## config.mk

```make
export PLATFORM = sky130hd
export DESIGN_NAME = iat_cell
export DESIGN_NICKNAME = d
export VERILOG_FILES = /design/src/design/iat_pkg.sv /design/src/design/iat_cell.sv
export SDC_FILE = /design/constraint.sdc
export NUM_CORES = 1
export LEC_CHECK = 0
export ABC_AREA = 1
export BUFFER_PORTS_ARGS = -buffer_cell sky130_fd_sc_hd__buf_2
export CAP_MARGIN = 30
export CORE_ASPECT_RATIO = 0.5
export CORE_MARGIN = 1
export CORE_UTILIZATION = 45
export CTS_CLUSTER_DIAMETER = 30
export CTS_CLUSTER_SIZE = 24
export DETAILED_ROUTE_END_ITERATION = 16
export PLACE_DENSITY = 0.8
export SYNTH_ARGS = -nofsm -noshare
export SYNTH_HDL_FRONTEND = slang
export SYNTH_SLANG_ARGS = --single-unit
```

## constraint.sdc

```tcl
create_clock -name clock -period 6.4 [get_ports clock]
set_clock_uncertainty 0.05 [all_clocks]
set_input_delay 0.64 -clock clock [delete_from_list [all_inputs] [get_ports clock]]
set_output_delay 0.64 -clock clock [all_outputs]
set_load 0.01 [all_outputs]
```

## src/design/iat_pkg.sv

```systemverilog
// Package of the indexed array table: command and status codes, cell control type.
// No dependencies.
package iat_pkg;

   localparam int unsigned VALUE_W = 32;

   localparam logic [2:0] CMD_APPEND = 3'd0;
   localparam logic [2:0] CMD_REMOVE = 3'd1;
   localparam logic [2:0] CMD_INSERT = 3'd2;
   localparam logic [2:0] CMD_ERASE  = 3'd3;
   localparam logic [2:0] CMD_SEARCH = 3'd4;

   localparam logic [2:0] ST_OK       = 3'd0;
   localparam logic [2:0] ST_FULL     = 3'd1;
   localparam logic [2:0] ST_EMPTY    = 3'd2;
   localparam logic [2:0] ST_BADPOS   = 3'd3;
   localparam logic [2:0] ST_NOTFOUND = 3'd4;

   // Broadcast to every cell in the cycle a command beat is taken.
   typedef struct packed {
      logic                      go;      // beat accepted
      logic                      commit;  // edit passes its checks
      logic [2:0]                command;
      logic signed [VALUE_W-1:0] value;
   } iat_ctl_type;

endpackage

```

## src/design/iat_cell.sv

```systemverilog
// One entry of the table: holds a value, shifts from either neighbour, registers a match.
// Depends on iat_pkg.
module iat_cell #(
   parameter int unsigned INDEX = 0,
   parameter int unsigned CW    = 7
) (
   input  logic                              clock,
   input  iat_pkg::iat_ctl_type              ctl,
   input  logic [CW-1:0]                     pos,
   input  logic [CW-1:0]                     count,
   input  logic signed [iat_pkg::VALUE_W-1:0] left_data,
   input  logic signed [iat_pkg::VALUE_W-1:0] right_data,
   output logic signed [iat_pkg::VALUE_W-1:0] data,
   output logic                              match
);

   localparam logic [CW-1:0] IDX = CW'(INDEX);

   logic signed [iat_pkg::VALUE_W-1:0] data_ff, data_in;
   logic                               match_ff, match_in;

   always_comb begin
      data_in  = data_ff;
      match_in = match_ff;
      if (ctl.go && (ctl.command == iat_pkg::CMD_SEARCH)) begin
         match_in = (data_ff == ctl.value);
      end
      if (ctl.commit) begin
         case (ctl.command)
            iat_pkg::CMD_APPEND: begin
               if (IDX == count) data_in = ctl.value;
            end
            iat_pkg::CMD_INSERT: begin
               if (IDX == pos) begin
                  data_in = ctl.value;
               end else if ((IDX > pos) && (IDX <= count)) begin
                  data_in = left_data;
               end
            end
            iat_pkg::CMD_ERASE: begin
               if ((IDX >= pos) && ((IDX + CW'(1)) < count)) data_in = right_data;
            end
            default: ;
         endcase
      end
   end

   always_ff @(posedge clock) begin
      data_ff  <= data_in;
      match_ff <= match_in;
   end

   assign data  = data_ff;
   assign match = match_ff;

endmodule

```

# Word-level counts from Yosys, hierarchy flattened
# Cells that the tools add are included.
[totals] ff_bits=33 elab_cells=26 input_bits=116
[classes] n_mux=5 order_cmp=4 reduce_logical=8 n_eq_ne=7
[ops] op="2-to-1 mux 32 bit" count=4
[ops] op="case mux 32 bit (3 select lines)" count=1
[ops] op="equality test 32 bit" count=1
[ops] op="logical NOT 7 bit" count=2
[ops] op=">= comparator 1 x 7 -> 1 bit, first input constant" count=1
[ops] op="> comparator 1 x 7 -> 1 bit, first input constant" count=1
[ops] op="<= comparator 1 x 7 -> 1 bit, first input constant" count=1
[ops] op="< comparator 1 x 7 -> 1 bit, first input constant" count=1
[ops] op="equality test 3 x 2 -> 1 bit, second input constant" count=2
[ops] op="AND reduction 5 bit" count=1
[ops] op="!= test 2 bit, second input constant" count=2
[ops] op="equality test 3 bit, second input constant" count=1
[ops] op="logical AND 1 bit" count=3
[ops] op="logical NOT 3 bit" count=1
[ops] op="!= test 3 bit, second input constant" count=1
[ops] op="nonzero test 3 bit" count=1

# Depth between registers and ports, before layout
# Gate-level depths: netlist of run 1.
[depth] ltp_word=5 mapped_depth=8

# Worst setup path before layout of run 1
# No wires, ideal clock.
[synth_path] path_type="input to register" startpoint="in pos[3]" endpoint="reg data_ff, in the netlist data[0], enable pin" slack_ns=3.334 arrival_time_ns=2.594 required_ns=5.929 cell_stages=6 cell_sequence="nor2_1 nand2_2 nor2_4 buf_4 a21oi_1 nor2_1"
[synth_via] elab_chain_len=4
[synth_rtl] element="start: declaration" line="iat_cell.sv:9" text="input logic [CW-1:0] pos,"
[synth_rtl] element="> comparator 1 x 7 -> 1 bit / >= comparator 1 x 7 -> 1 bit (equally long branches)" line="iat_cell.sv:36, iat_cell.sv:41"
[synth_rtl] element="logical AND 1 bit (on tied branches)" line="iat_cell.sv:36, iat_cell.sv:41"
[synth_rtl] element="!= test 3 bit (no line) / != test 2 bit (equally long branches)"
[synth_rtl] element="AND reduction 5 bit (no line) (*)"
[synth_rtl] element="end signal: assignment" line="iat_cell.sv:49" text="data_ff <= data_in;"
[synth_rtl] element="end: declaration" line="iat_cell.sv:19" text="logic signed [iat_pkg::VALUE_W-1:0] data_ff, data_in;"
# Every way passes the cells marked *; elsewhere a longest branch is shown, timed or not.
# A chain may end at the register's enable or synchronous reset.

# Worst setup path after layout of run 1
[layout_path] startpoint="in pos[1]" endpoint="reg data_ff, in the netlist data[13], enable pin"
# The elaborated chain is that of the path after synthesis.

==> results.sh, run 1 <==
export IMPL_path_common_cell="nor2_4"
export IMPL_final_area_sq_um=3710
export IMPL_clk_pin_slew_ps=50
export IMPL_drv_cap=0
export IMPL_crit_path_end_kind="flip-flop"
export IMPL_fp_dieW_um=114
export IMPL_final_seq_area_sq_um=991
export IMPL_core_region_area_sq_um=6080
export IMPL_cp_max_fo=34
export IMPL_start_kind="primary input"
export IMPL_tightest_slew_ps=908
export IMPL_ys_warnings_count=0
export IMPL_htree_levels=2
export IMPL_placed_cell_area_sq_um=3570
export IMPL_critPathKind="in2reg"
export IMPL_synthesis_instances=424
export IMPL_dieArea_sq_um=6660
export IMPL_period_needed_ps=3180
export IMPL_clock_sinks=33
export IMPL_dr_first_iter_drc_count=217
export IMPL_ys_seq_area_share_pct=34.9
export IMPL_cts_tree="yes"
export IMPL_cts_hold_buf=0
export IMPL_vias_per_cell=5.01
export IMPL_dp_cells=638
export IMPL_crit_start="pos[1]"
export IMPL_first_global_vias=2933
export IMPL_pin_count=149
export IMPL_synthDistinctLibCells=21
export IMPL_cp_required_ps=6250
export IMPL_multiInputGateArea_sq_um=1490
export IMPL_peakVddDrop_mv=0.0913
export IMPL_power_leakage_nw=1.83
export IMPL_critPathBufInv=1
export IMPL_hold_class="in2reg"
export IMPL_cts_setup_buffers=0
export IMPL_setup_viol=0
export IMPL_nets=673
export IMPL_post_cts_resized=0
export IMPL_synth_area_sq_um=2840
export IMPL_n_fill_cell=590
export IMPL_critPathMaxStageDelay_ps=750
export IMPL_cts_buffer_depth=2
export IMPL_start_util_pct=46.7
export IMPL_die_y_um=58.2
export IMPL_p_per_area_nw_per_um2=169
export IMPL_hpwl_mm=6.14
export IMPL_grt_pass1_wl_mm=13.1
export IMPL_grt_use_total_pct=25.4
export IMPL_crit_chain="buf_2 > nor2_1 > nand2_2 > nor2_4 > a21oi_1 > nor2_4"
export IMPL_routed_wl_mm=8.42
export IMPL_finalMaxSlewViolations=0
export IMPL_first_pass_iters=5
export IMPL_rsz0062_at_grt="no"
export IMPL_hold_viol=0
export IMPL_worstHoldStart="left_data[10]"
export IMPL_fmax_mhz=314
export IMPL_wl_per_cell_um=13.0
export IMPL_drc=0
export IMPL_root_buffer="clkbuf_16"
export IMPL_cp_top_family="simple AND/OR/NAND/NOR gates"
export IMPL_instances_no_fill=646
export IMPL_layout_commonest_cell="buf_2"
export IMPL_crit_arrival_ps=3030
export IMPL_avgSynthCellArea_sq_um=6.70
export IMPL_ys_ff_latch=33
export IMPL_row_count=20
export IMPL_timing_final_ws_setup_ps=3220
export IMPL_clk_latency_ps=280
export IMPL_drive_above_1_share_pct=29.2
export IMPL_ant_nets=0
export IMPL_r2r_start="data[5]"
export IMPL_critPathSlowestCell="nor2_4"
export IMPL_timing_final_crit_share_pct=49.8
export IMPL_vias=3239
export IMPL_final_util_pct=61.0
export IMPL_finalSetupTns_ps=0
export IMPL_gp_congestion=0.812
export IMPL_grt_max_degree=67
export IMPL_pre_cts_ws_ps=2940
export IMPL_antenna_found_initial=0
export IMPL_area_growth_pct=30.6
export IMPL_antenna_cells=0
export IMPL_maxSlewHeadroom_pct=39.3
export IMPL_status="finished, final reports clean"
export IMPL_numCtsBuffers=5
export IMPL_grt_remaining_overflow=0
export IMPL_layout_common_cells="buf_2 (148), nand2_1 (100), inv_1 (63)"
export IMPL_syn_nets=540
export IMPL_io_buffers=148
==> power breakdown <==
part	total (mW)	switching, mW	internal (mW)
clock network	0.226	0.0856	0.140
logic	0.142	0.0796	0.0621
registers	0.260	0.00763	0.253
==> routing by layer <==
layer,track usage [%],vias to the layer above,routed length (um)
met4,8.72,0,114
met2,42.4,139,3960
met1,33.9,1429,3690
li1,-,1658,-
met3,4.50,13,653
met5,0,-,0
==> state kept, by name, indices dropped and copies added, names as in the netlist <==
name,cells
data,32
match,1
==> cells in the mapped netlist <==
master    number  area [sq um]
nand2_1      100           375
o21ai_1       42           210
nand2_2        2          12.5
inv_2          1          3.75
buf_6          1          11.3
buf_4          8          60.1
nor3_1        33           165
nand3_1       34           170
nor2_2         1          6.26
and3_1         1          6.26
o21ai_0       23           115
buf_2          8          40.0
nor2_1        28           105
inv_1         63           236
and2_0         1          6.26
o21bai_1      32           240
xor2_1         3          26.3
clkbuf_1       6          22.5
nor2_4         3          33.8
edfxtp_1      33           991
a21oi_1        1          5.00
==> kinds of logic after synthesis <==
kind of cell | count (synthesis) | share of synthesized area (%)
simple gates | 203 | 31.0
compound gates | 98 | 20.1
xor+xnor | 3 | 0.924
flops | 33 | 34.9
buf+inv | 87 | 13.2
==> cell type report <==
cell class	instances	share of cell area (%)
multi-input cells	304	40.0
flip-flops and latches	33	26.7
repair buffers	149	20.2
inverters	64	6.47
clock buffers	5	3.37
well taps	88	2.97
clock inverters	3	0.337
==> tightest hold or removal path, stage by stage <==
cell	delay, ps
buf_2	70
o21ai_1	60
o21bai_1	110
==> per-stage QoR <==
step | hold slack (ps) | total power, mW
global placement | 803 | 0.402
global route | 666 | 0.653
floorplan | 791 | 0.341
detailed placement | 803 | 0.405
finish | 661 | 0.628
CTS | 662 | 0.630
==> final timing paths <==
check              to  slack [ps]  depth (start not counted)
max reg2reg     match        5150                          7
max          data[13]        3220                          6
min reg2reg     match         820                          7
min          data[10]         660                          3
Note: power is estimated with default switching activity, not from simulation.
==> inputs of run 2 (changes only) <==
==> constraint.sdc (replaced) <==
create_clock -name clock -period 3 [get_ports clock]
set_clock_uncertainty 0.05 [all_clocks]
set_input_delay 0.3 -clock clock [delete_from_list [all_inputs] [get_ports clock]]
set_output_delay 0.3 -clock clock [all_outputs]
set_load 0.01 [all_outputs]
==> run 2 against run 1 <==
Compared with the run above:
- global-route usage is 0.21 points lower
- critical endpoint unchanged
- non-clock buffer count is 5 higher
- sequential share of layout area is 0.30 points lower
- register-to-register slack worse by 3500 ps
- setup slack worse by 2000 ps
- worst hold slack worse by 340 ps
- largest power group unchanged
- highest routed layer unchanged
- via count hardly changed
- die area stayed put
- flip-flop and latch count stayed put
==> results.sh, run 2 (synthesis results as in run 1) <==
export IMPL_crit_chain="buf_2 > nor2_4 > inv_2 > nor2_4 > o21ai_1 > nand3_1 > nor2_4 > buf_4"
export IMPL_start_kind="primary input"
export IMPL_rsz0062_at_grt="no"
export IMPL_antenna_found_initial=0
export IMPL_fp_dieW_um=114
export IMPL_period_needed_ps=1790
export IMPL_hold_path_cell_count=3
export IMPL_rrSetupSlack_ps=1680
export IMPL_grt_pass1_wl_mm=13.1
export IMPL_finalSetupTns_ps=0
export IMPL_critPathBufInv=3
export IMPL_grt_remaining_overflow=0
export IMPL_fmax_mhz=558
export IMPL_cts_setup_buffers=0
export IMPL_io_buffers=148
export IMPL_n_fill_cell=600
export IMPL_hold_class="in2reg"
export IMPL_cp_required_ps=2940
export IMPL_critPathSlowestCell="nor2_4"
export IMPL_grt_use_total_pct=25.2
export IMPL_pin_count=149
export IMPL_r2r_end="match"
export IMPL_layout_common_cells="buf_2 (148), nand2_1 (100), inv_1 (63)"
export IMPL_row_count=20
export IMPL_finalMaxSlewViolations=0
export IMPL_cp_max_fo=33
export IMPL_wl_per_cell_um=12.7
export IMPL_maxSlewHeadroom_pct=55.6
export IMPL_die_y_um=58.2
export IMPL_dr_first_iter_drc_count=221
export IMPL_dieArea_sq_um=6660
export IMPL_numCtsBuffers=5
export IMPL_drv_cap=0
export IMPL_clk_latency_ps=270
export IMPL_final_area_sq_um=3750
export IMPL_core_region_area_sq_um=6080
export IMPL_post_cts_resized=0
export IMPL_cts_hold_buf=0
export IMPL_pre_cts_ws_ps=928
export IMPL_root_buffer="clkbuf_16"
export IMPL_placed_cell_area_sq_um=3610
export IMPL_worstHoldStart="left_data[17]"
export IMPL_first_pass_iters=5
export IMPL_drc=0
export IMPL_final_util_pct=61.7
export IMPL_peakVddDrop_mv=0.256
export IMPL_r2r_start="data[1]"
export IMPL_clk_pin_slew_ps=60
export IMPL_area_growth_pct=32.1
export IMPL_cp_top_family="simple AND/OR/NAND/NOR gates"
export IMPL_crit_arrival_ps=1730
export IMPL_final_seq_area_sq_um=991
export IMPL_grt_max_degree=66
export IMPL_power_total_mw=1.35
export IMPL_timing_final_ws_setup_ps=1210
export IMPL_start_util_pct=46.7
export IMPL_ff2ff_path_depth=7
export IMPL_dp_cells=643
export IMPL_layout_commonest_cell="buf_2"
export IMPL_antenna_cells=0
export IMPL_cp_depth=8
export IMPL_vias=3242
export IMPL_vias_per_cell=4.98
export IMPL_gp_congestion=0.836
export IMPL_crit_path_end_kind="flip-flop"
export IMPL_hold_worst_slack_ps=322
export IMPL_tightest_slew_ps=665
export IMPL_hold_viol=0
export IMPL_largest_reg_flops=32
export IMPL_clock_sinks=33
export IMPL_nets=678
export IMPL_setup_viol=0
export IMPL_ant_nets=0
export IMPL_instances_no_fill=651
export IMPL_cts_tree="yes"
export IMPL_cts_buffer_depth=2
export IMPL_hpwl_mm=6.18
export IMPL_hold_path_end="data[17]"
export IMPL_routed_wl_mm=8.24
export IMPL_first_global_vias=2892
export IMPL_critPathKind="in2reg"
export IMPL_path_common_cell="nor2_4"
export IMPL_status="finished, final reports clean"
export IMPL_crit_start="ctl[34]"
export IMPL_htree_levels=2
export IMPL_critPathMaxStageDelay_ps=510
export IMPL_drive_above_1_share_pct=30.2
export IMPL_power_leakage_nw=1.85
export IMPL_multiInputGateArea_sq_um=1490
export IMPL_p_per_area_nw_per_um2=360
export IMPL_timing_final_crit_share_pct=59.7
==> run 2: power breakdown <==
part           internal [mW]  total [mW]  switching, mW  leakage, nW
Combinational          0.135       0.303          0.168         1.48
Sequential             0.539       0.554         0.0158        0.297
Clock                  0.304       0.495          0.191       0.0696
Total                  0.978        1.35          0.375         1.85
==> run 2: final cells by class <==
cell class	instances	share of cell area, %
Multi-Input combinational cell	304	39.6
Sequential cell	33	26.4
Timing Repair Buffer	154	20.9
Inverter	64	6.40
Clock buffer	5	3.33
Tap cell	88	2.93
Clock inverter	3	0.467
==> run 2: tightest hold or removal path, cell delays in order <==
cell      delay, ps
buf_2            70
o21ai_1          60
o21bai_1        110
==> run 2: how the worst max path moves through the flow <==
stage                           to  slack [ps]
after floorplan            data[0]         270
after global placement    data[13]         950
after detailed placement  data[13]         930
after CTS                  data[2]        1220
after global routing       data[0]        1100
final                     data[13]        1210
==> run 2: metal layers <==
metal / vias up / global-route usage (%) / wire, um
met5: - / 0 / 0
met4: 0 / 4.45 / 68
met2: 111 / 43.7 / 3800
met3: 8 / 4.60 / 505
li1: 1669 / - / -
met1: 1454 / 33.7 / 3870
==> inputs of run 3 (changes only) <==
==> constraint.sdc (replaced) <==
create_clock -name clock -period 1.7 [get_ports clock]
set_clock_uncertainty 0.05 [all_clocks]
set_input_delay 0.17 -clock clock [delete_from_list [all_inputs] [get_ports clock]]
set_output_delay 0.17 -clock clock [all_outputs]
set_load 0.01 [all_outputs]
==> run 3 against run 2 <==
Compared with the run above:
- clock-buffer cell count up 1
- non-clock buffer count up 6
- via count up 1.0%
- utilization up 1.0 points
- clock power up 67%
- sequential power up 77%
- worst hold slack worse by 130 ps
- sequential share of layout area down 0.44 points
- combinational power up 82%
- critical path type unchanged
- largest power group unchanged
==> results.sh, run 3 (synthesis results as in run 1) <==
export IMPL_pin_count=149
export IMPL_post_cts_resized=0
export IMPL_grt_max_degree=51
export IMPL_antenna_found_initial=0
export IMPL_area_growth_pct=34.3
export IMPL_clk_latency_ps=280
export IMPL_hpwl_mm=6.37
export IMPL_clk_pin_slew_ps=50
export IMPL_cts_setup_buffers=0
export IMPL_layout_commonest_cell="buf_2"
export IMPL_dieArea_sq_um=6660
export IMPL_critPathSlowestCell="buf_12"
export IMPL_die_y_um=58.2
export IMPL_path_common_cell="nor2_4"
export IMPL_ant_nets=0
export IMPL_row_count=20
export IMPL_pre_cts_ws_ps=129
export IMPL_finalSetupTns_ps=0
export IMPL_first_pass_iters=4
export IMPL_cts_hold_buf=0
export IMPL_numCtsBuffers=5
export IMPL_root_buffer="clkbuf_16"
export IMPL_crit_chain="buf_2 > nor2_4 > buf_12 > nand2_1 > a21oi_2 > nor2_4 > buf_4"
export IMPL_drv_cap=0
export IMPL_cp_required_ps=1680
export IMPL_antenna_cells=0
export IMPL_vias_per_cell=4.99
export IMPL_hold_viol=0
export IMPL_cp_top_family="buffers and inverters"
export IMPL_hold_class="in2reg"
export IMPL_crit_path_end_kind="flip-flop"
export IMPL_grt_pass1_wl_mm=13.6
export IMPL_fp_dieW_um=114
export IMPL_wl_per_cell_um=13.0
export IMPL_rsz0062_at_grt="no"
export IMPL_grt_remaining_overflow=0
export IMPL_drive_above_1_share_pct=30.6
export IMPL_maxSlewHeadroom_pct=76.5
export IMPL_core_region_area_sq_um=6080
export IMPL_critPathMaxStageDelay_ps=240
export IMPL_grt_use_total_pct=26.4
export IMPL_period_needed_ps=1290
export IMPL_peakVddDrop_mv=0.323
export IMPL_timing_final_ws_setup_ps=411
export IMPL_layout_common_cells="buf_2 (148), nand2_1 (100), inv_1 (63)"
export IMPL_clock_sinks=33
export IMPL_hold_worst_slack_ps=192
export IMPL_crit_arrival_ps=1270
export IMPL_n_fill_cell=603
export IMPL_io_buffers=148
export IMPL_cp_max_fo=50
export IMPL_start_kind="primary input"
export IMPL_tightest_slew_ps=352
export IMPL_cts_tree="yes"
export IMPL_largest_reg_flops=32
export IMPL_p_per_area_nw_per_um2=618
export IMPL_dr_first_iter_drc_count=217
export IMPL_cts_buffer_depth=2
export IMPL_drc=0
export IMPL_routed_wl_mm=8.50
export IMPL_start_util_pct=46.7
export IMPL_htree_levels=2
export IMPL_critPathBufInv=3
export IMPL_gp_congestion=0.803
export IMPL_critPathKind="in2reg"
export IMPL_vias=3276
export IMPL_power_leakage_nw=1.88
export IMPL_fmax_mhz=776
export IMPL_setup_viol=0
export IMPL_timing_final_crit_share_pct=75.8
export IMPL_nets=684
export IMPL_finalMaxSlewViolations=0
export IMPL_first_global_vias=3026
export IMPL_status="finished, final reports clean"
## run 3: cell types whose count changed in the layout (fill, tap and decap cells not counted)
cell        change
clkinv_2        -2
buf_12          +2
clkbuf_1        +1
a21oi_2         +1
buf_4           +4
a21oi_1         -1
clkinv_1        +1
clkinvlp_4      -1
## run 3: power by group
group / total, mW / internal (mW) / leakage, nW / switching (mW)
clock network: 0.828 / 0.528 / 0.0644 / 0.300
logic: 0.552 / 0.251 / 1.52 / 0.301
registers: 0.979 / 0.952 / 0.297 / 0.0272
total: 2.36 / 1.73 / 1.88 / 0.628
## run 3: worst min-delay path, delay by kind of cell
kind | cells | cell delay [ps]
compound gates | 2 | 170
buf+inv | 1 | 80
## run 3: cell type report
cell class              count  area, sq um  area share, %
multi-input cells         304         1490           39.0
flip-flops and latches     33          991           26.0
repair buffers            160          856           22.4
inverters                  64          240           6.29
clock buffers               6          129           3.37
well taps                  88          110           2.88
clock inverters             1         3.75         0.0983
## run 3: path summary, 6_finish.rpt
path | slack [ps] | startpoint | endpoint | depth (start not counted)
worst max-delay path | 410 | ctl[34] | data[26] | 7
worst min-delay path | 190 | left_data[19] | data[19] | 3
worst max register to register | 450 | data[12] | match | 7
worst min register to register | 800 | data[4] | match | 7
## run 3: through the flow
stage | total power, mW | utilization [%] | std cells | cell area, sq um
detailed placement | 1.54 | 60.6 | 649 | 3690
global placement | 1.53 | 60.6 | 649 | 3690
CTS | 2.37 | 62.8 | 656 | 3820
global route | 2.46 | 62.8 | 656 | 3820
floorplan | 1.28 | - | 424 | 2860
finish | 2.36 | 62.8 | 656 | 3820
## run 3: metal layers
metal	GRT usage, %	share of wire [%]	wire, um	vias to the layer above
li1	-	-	-	1689
met1	33.2	44	3740	1457
met2	47.2	48	4060	116
met3	5.02	6.8	580	14
met4	7.24	1.4	119	0
met5	0	0	0	-
